File: src/hdl/mkrs_pkg.sv
// Shared types, codes and key function of the multikey rank-select table.
package mkrs_pkg;

   localparam int TABLE_DEPTH_DEFAULT = 64;

   localparam int RARITY_W = 3;
   localparam int LEVEL_W  = 8;
   localparam int TIME_W   = 32;
   localparam int ID_W     = 32;
   localparam int RANK_W   = 6;
   localparam int MODE_W   = 2;
   localparam int STATUS_W = 2;
   localparam int INDEX_W  = 6;
   localparam int KEY_W    = RARITY_W + LEVEL_W + TIME_W + ID_W;

   localparam logic [STATUS_W-1:0] STATUS_OK    = 2'd0;
   localparam logic [STATUS_W-1:0] STATUS_FULL  = 2'd1;
   localparam logic [STATUS_W-1:0] STATUS_RANGE = 2'd2;

   localparam logic [MODE_W-1:0] MODE_RARITY = 2'd1;
   localparam logic [MODE_W-1:0] MODE_LEVEL  = 2'd2;

   localparam logic CMD_INSERT = 1'b0;
   localparam logic CMD_QUERY  = 1'b1;

   typedef struct packed {
      logic [RARITY_W-1:0] rarity;
      logic [LEVEL_W-1:0]  level;
      logic [TIME_W-1:0]   capture_time;
      logic [ID_W-1:0]     record_id;
   } rec_type;

   typedef struct packed {
      logic              command;
      rec_type           rec;
      logic [RANK_W-1:0] rank;
      logic [MODE_W-1:0] key_mode;
   } req_type;

   typedef enum logic [2:0] {
      ST_IDLE,
      ST_DECODE,
      ST_SCAN,
      ST_NEXT,
      ST_RESULT
   } state_type;

   typedef enum logic [1:0] {
      RES_INS_OK,
      RES_FULL,
      RES_RANGE,
      RES_QUERY
   } res_kind_type;

   typedef struct packed {
      logic         capture;
      logic         write_rec;
      logic         set_res;
      res_kind_type res_kind;
      logic         scan_init;
      logic         scan_run;
      logic         next_pick;
      logic         load_rsp;
   } ctrl_cmd_type;

   typedef struct packed {
      logic is_query;
      logic full;
      logic rank_oob;
      logic pass_done;
      logic last_pick;
      logic rsp_free;
   } ctrl_stat_type;

   // Descending sort key; larger compares first. Time mode keeps only the tie-breaks.
   function automatic logic [KEY_W-1:0] make_key(input logic [MODE_W-1:0] mode,
                                                 input rec_type r);
      logic [KEY_W-1:0] k;
      unique case (mode)
         MODE_RARITY: k = {r.rarity, r.level, r.capture_time, r.record_id};
         MODE_LEVEL:  k = {r.level, r.rarity, r.capture_time, r.record_id};
         default:     k = {{(RARITY_W + LEVEL_W){1'b0}}, r.capture_time, r.record_id};
      endcase
      return k;
   endfunction

endpackage

File: src/hdl/mkrs_ctrl.sv
// Sequencer of the rank-select table: decode, scan passes and result handoff.
module mkrs_ctrl (
   input  logic                   clock,
   input  logic                   reset,
   input  logic                   req_tvalid,
   output logic                   req_tready,
   input  mkrs_pkg::ctrl_stat_type stat,
   output mkrs_pkg::ctrl_cmd_type  cmd
);

   mkrs_pkg::state_type state_ff, state_in;

   always_ff @(posedge clock) begin
      if (reset) begin
         state_ff <= mkrs_pkg::ST_IDLE;
      end else begin
         state_ff <= state_in;
      end
   end

   always_comb begin
      state_in = state_ff;
      unique case (state_ff)
         mkrs_pkg::ST_IDLE: begin
            if (req_tvalid) state_in = mkrs_pkg::ST_DECODE;
         end
         mkrs_pkg::ST_DECODE: begin
            if (stat.is_query && !stat.rank_oob) state_in = mkrs_pkg::ST_SCAN;
            else state_in = mkrs_pkg::ST_RESULT;
         end
         mkrs_pkg::ST_SCAN: begin
            if (stat.pass_done) state_in = mkrs_pkg::ST_NEXT;
         end
         mkrs_pkg::ST_NEXT: begin
            if (stat.last_pick) state_in = mkrs_pkg::ST_RESULT;
            else state_in = mkrs_pkg::ST_SCAN;
         end
         mkrs_pkg::ST_RESULT: begin
            if (stat.rsp_free) state_in = mkrs_pkg::ST_IDLE;
         end
         default: state_in = mkrs_pkg::ST_IDLE;
      endcase
   end

   always_comb begin
      cmd = '0;
      cmd.res_kind = mkrs_pkg::RES_INS_OK;
      req_tready = 1'b0;
      unique case (state_ff)
         mkrs_pkg::ST_IDLE: begin
            req_tready  = 1'b1;
            cmd.capture = req_tvalid;
         end
         mkrs_pkg::ST_DECODE: begin
            if (!stat.is_query) begin
               cmd.set_res = 1'b1;
               if (stat.full) begin
                  cmd.res_kind = mkrs_pkg::RES_FULL;
               end else begin
                  cmd.write_rec = 1'b1;
                  cmd.res_kind  = mkrs_pkg::RES_INS_OK;
               end
            end else if (stat.rank_oob) begin
               cmd.set_res  = 1'b1;
               cmd.res_kind = mkrs_pkg::RES_RANGE;
            end else begin
               cmd.scan_init = 1'b1;
            end
         end
         mkrs_pkg::ST_SCAN: begin
            cmd.scan_run = 1'b1;
         end
         mkrs_pkg::ST_NEXT: begin
            if (stat.last_pick) begin
               cmd.set_res  = 1'b1;
               cmd.res_kind = mkrs_pkg::RES_QUERY;
            end else begin
               cmd.next_pick = 1'b1;
            end
         end
         mkrs_pkg::ST_RESULT: begin
            cmd.load_rsp = stat.rsp_free;
         end
         default: cmd = '0;
      endcase
   end

endmodule

File: config.mk
export PLATFORM = sky130hd
export DESIGN_NAME = mkrs_ctrl
export DESIGN_NICKNAME = d
export VERILOG_FILES = /design/src/hdl/mkrs_pkg.sv /design/src/hdl/mkrs_ctrl.sv
export SDC_FILE = /design/constraint.sdc
export NUM_CORES = 1
export LEC_CHECK = 0
export BUFFER_PORTS_ARGS = -buffer_cell sky130_fd_sc_hd__clkbuf_2
export CORE_AREA = 2 2 39 41
export CTS_BUF_LIST = sky130_fd_sc_hd__clkbuf_4
export CTS_CLUSTER_DIAMETER = 100
export DETAILED_ROUTE_END_ITERATION = 8
export DIE_AREA = 0 0 41 43
export SLEW_MARGIN = 40
export SYNTH_ARGS = -nofsm -noshare
export SYNTH_HDL_FRONTEND = slang
export SYNTH_SLANG_ARGS = --single-unit
File: constraint.sdc
create_clock -name clock -period 1.7 [get_ports clock]
set_clock_uncertainty 0.15 [all_clocks]
set_input_delay 0.34 -clock clock [delete_from_list [all_inputs] [get_ports clock]]
set_output_delay 0.34 -clock clock [all_outputs]
set_load 0.03 [all_outputs]
==> metrics list <==
- Root Buffer Master: clkbuf_4
- Async set or reset register ratio after synthesis: 0
- Fmax: 593 MHz
- Number of buffers created by CTS: 3
- In this run the core area contains 14 standard-cell rows.
* Die Outline Area: roughly 0.0018 sq mm
- Outcome: completed
- The number of buffers and inverters on the critical path is 2.
* Unrepaired setup endpoints after global routing: yes
- Cell types occupying the most area after synthesis: dfxtp_1 (23%), nor3b_2 (9.6%), nor4bb_2 (6.3%)
* Fill cells: 140
- TritonCTS built the clock tree.
- Across the run, the number of max-cap violations was 0.
* Antenna Violating Nets Remaining: 0
* Met3 wire length: between 50 and 60 microns
* Flops & latches, synth: 3
* Largest register FFs: 3
- Max stage delay cell, worst path: dfxtp_4
* Worst slew margin relative to its limit: 0.807
* Diode insertion count for antenna repair: 0
- Die Ht: 43 microns
- Top cell family by delay on the critical path: flip-flops
- Synthesis produced a netlist with a net count of 38.
* Worst Tran Pin Value: around 0.29 ns
* Overall Global Routing Usage: 0.0853
* Number of search-and-repair iterations in the first detailed-routing pass: 2
- The setup path with the least slack is of type reg2out.
- Synthesis instantiated 21 different standard cells from the library.
- Critical Path Source Type: flop
- Average cell area after synthesis: 8.97 sq um
- The min-delay analysis places its worst path in the category in2reg.
* Count of endpoints failing setup in the final report: 0
- The core region is around 0.0014 sq mm.
* Share of the clock period used by the worst path: 0.992
* Critical path launch point: state_ff[1]
- Antenna violations before repair: 0
- After synthesis, the largest family of logic cells by area is simple AND/OR/NAND/NOR gates.
- Entering global routing, the biggest net connects 7 pins.
- Post-detailed-placement half-perimeter wirelength: approximately 520 microns
- Final Critical Period: ~1.7 ns
- The startpoint identified for the worst register-to-register timing path is state_ff[1].
* Routability cong.: 0.591
- IR analysis of the VDD net gives a maximum drop of 0.287 mV.
- Via total after detailed routing: between 300 and 400
- Top layer reached by signal wires: met3
* Data arrival time of the critical path: 1.20 ns
- The total overflow left after global routing is 0.
- For this block, the routed nets add up to between 700 and 800 microns of wire.
- The via count of the first global-routing pass came to 280.
- The signal on the critical path passes through buf_6, nor2_2, nand2_1, a21oi_1, buf_4.
* Worst Min Path Start: reset
- Of all cell types, the one taking the most synthesized area is dfxtp_1.
- Number of remaining DRC errors: 0
* Via density: between 4 and 5
- Post-Synthesis Cells: 29
* Area Growth Syn to Fin: 115%
- Counting along the longest clock path gives a buffer depth of 2.
- Clock-pin slew was measured on the worst setup and hold paths at about 0.03 ns.
- For this configuration, the core starts out at a cell density of 0.188.
* Critical Path Sink Type: output port
- Number of warnings reported in the yosys synthesis log: 0
- Wire length of the first global-routing pass: 1010 microns
* Multiplexer area fraction after synthesis: 0.0385
- In the final layout, the registers with the most flip-flops are state_ff x3.
- Final cell utilization of the core: 0.404
- Clock latency on the worst-skew pair: 0.23 ns
- For this run, the slowest stage of the critical path takes 0.35 ns.
- Final Worst Setup Slack: 0.0139 ns
- Top fanout value on the critical path: 5
- Predominant post-synthesis flop cell: dfxtp_1
* Power density over the cells: around 600 mW/mm^2
- Post-placement worst setup slack: ~0.12 ns
- The area fraction in compound gates after synthesis is 0.106.
* Leading post-synthesis cells by instance count: dfxtp_1 (3), nand2_1 (3)
- Of the total synthesized cell area, the portion taken by XOR and XNOR cells is 0.
- CTS built an H-tree with a depth of 1.
- Width of the chip: around 41 microns
- For this design, the sink count on the clock tree is 3.
- Simple-gate area share of the yosys netlist: 0.553
- The mapped netlist covers about 260 sq um.
- Required time worst endpoint: 1.21 ns
- Number of enable-type register cells in the synthesized netlist: 0
- Wire segments on met2 add up to a little over 400 microns in the final route.
* Final hold violation count: 0
* Share of cells above drive strength 1: 0.768
* Reg with most FFs: state_ff
- Net count, final: 66
- During I/O placement, the number of pins put on the boundary was 19.
- The share of the Yosys chip area taken by registers is 0.231.
- Detailed-route wire length on metal 1: between 200 and 300 microns
- Iteration-0 DRC count of the detailed router: 1
- Area share of the leading cell type in the synthesized netlist: 0.231
- Leak: ~0.24 nW
- Adder-cell share of the synthesized area: 0
- The number of pins with negative max-slew slack in the final report came to 0.
* Avg WL per Cell: between 10 and 15 microns
- PortBufs: 18
==> report_power, final <==
part / internal [mW] / switching [mW]
Combinational: 0.0609 / 0.0615
Clock: 0.104 / 0.0335
Sequential: 0.0728 / 0.00587
Total: 0.237 / 0.101
==> per-stage QoR <==
stage / std cells / total power [mW] / cell area, sq um / TNS, ns / hold WS, ns
floorplan: 29 / 0.141 / 278 / 0 / 0.267
global placement: 65 / 0.171 / 399 / 0 / 0.345
detailed placement: 65 / 0.171 / 399 / 0 / 0.342
CTS: 70 / 0.332 / 483 / -0.0536 / 0.141
global route: 72 / 0.362 / 559 / -0.0580 / 0.151
finish: 72 / 0.338 / 559 / 0 / 0.146
==> metal layers <==
metal  global-route usage  vias to the layer above
met5                    0                        -
met4               0.0600                        0
met3               0.0314                        0
met2                0.134                       15
met1               0.0865                      142
li1                     -                      161
==> cell families after synthesis <==
family | Yosys count
AOI/OAI and AO/OA | 4
buffers and inverters | 2
DFF | 3
muxes | 1
and+or+nand+nor | 19
==> layout make-up <==
cell class | count | area (sq um) | area share
multi-input combinational | 24 | 245 | 0.438
tap | 16 | 20.0 | 0.0358
clock buffer | 4 | 30.0 | 0.0537
timing repair buffer | 25 | 193 | 0.345
sequential | 3 | 71.3 | 0.128
==> final timing paths <==
kind,endpoint,slack [ns],depth (start not counted)
setup / recovery,cmd[4],0.01,5
hold / removal,state_ff[1],0.15,2
setup reg to reg,state_ff[2],0.41,5
hold reg to reg,state_ff[1],0.30,1
==> placed cells by master (no fill, tap or decap), types with 2 or more instances in the layout <==
cell type,synthesis,layout
dfxtp_4,0,3
nand2_1,3,3
buf_6,1,7
buf_4,1,5
clkbuf_2,0,11
clkbuf_4,0,5
nor3b_4,0,2
nand2b_4,1,2
==> timing repair <==
item                       in CTS  in global routing
hold buffers                    0                  0
resized for setup              14                 21
setup endpoints to repair       6                  7
pin swaps                       2                  3
setup buffers                   1                  2
gates cloned                    0                  0
(Power assumes the default switching activity.)
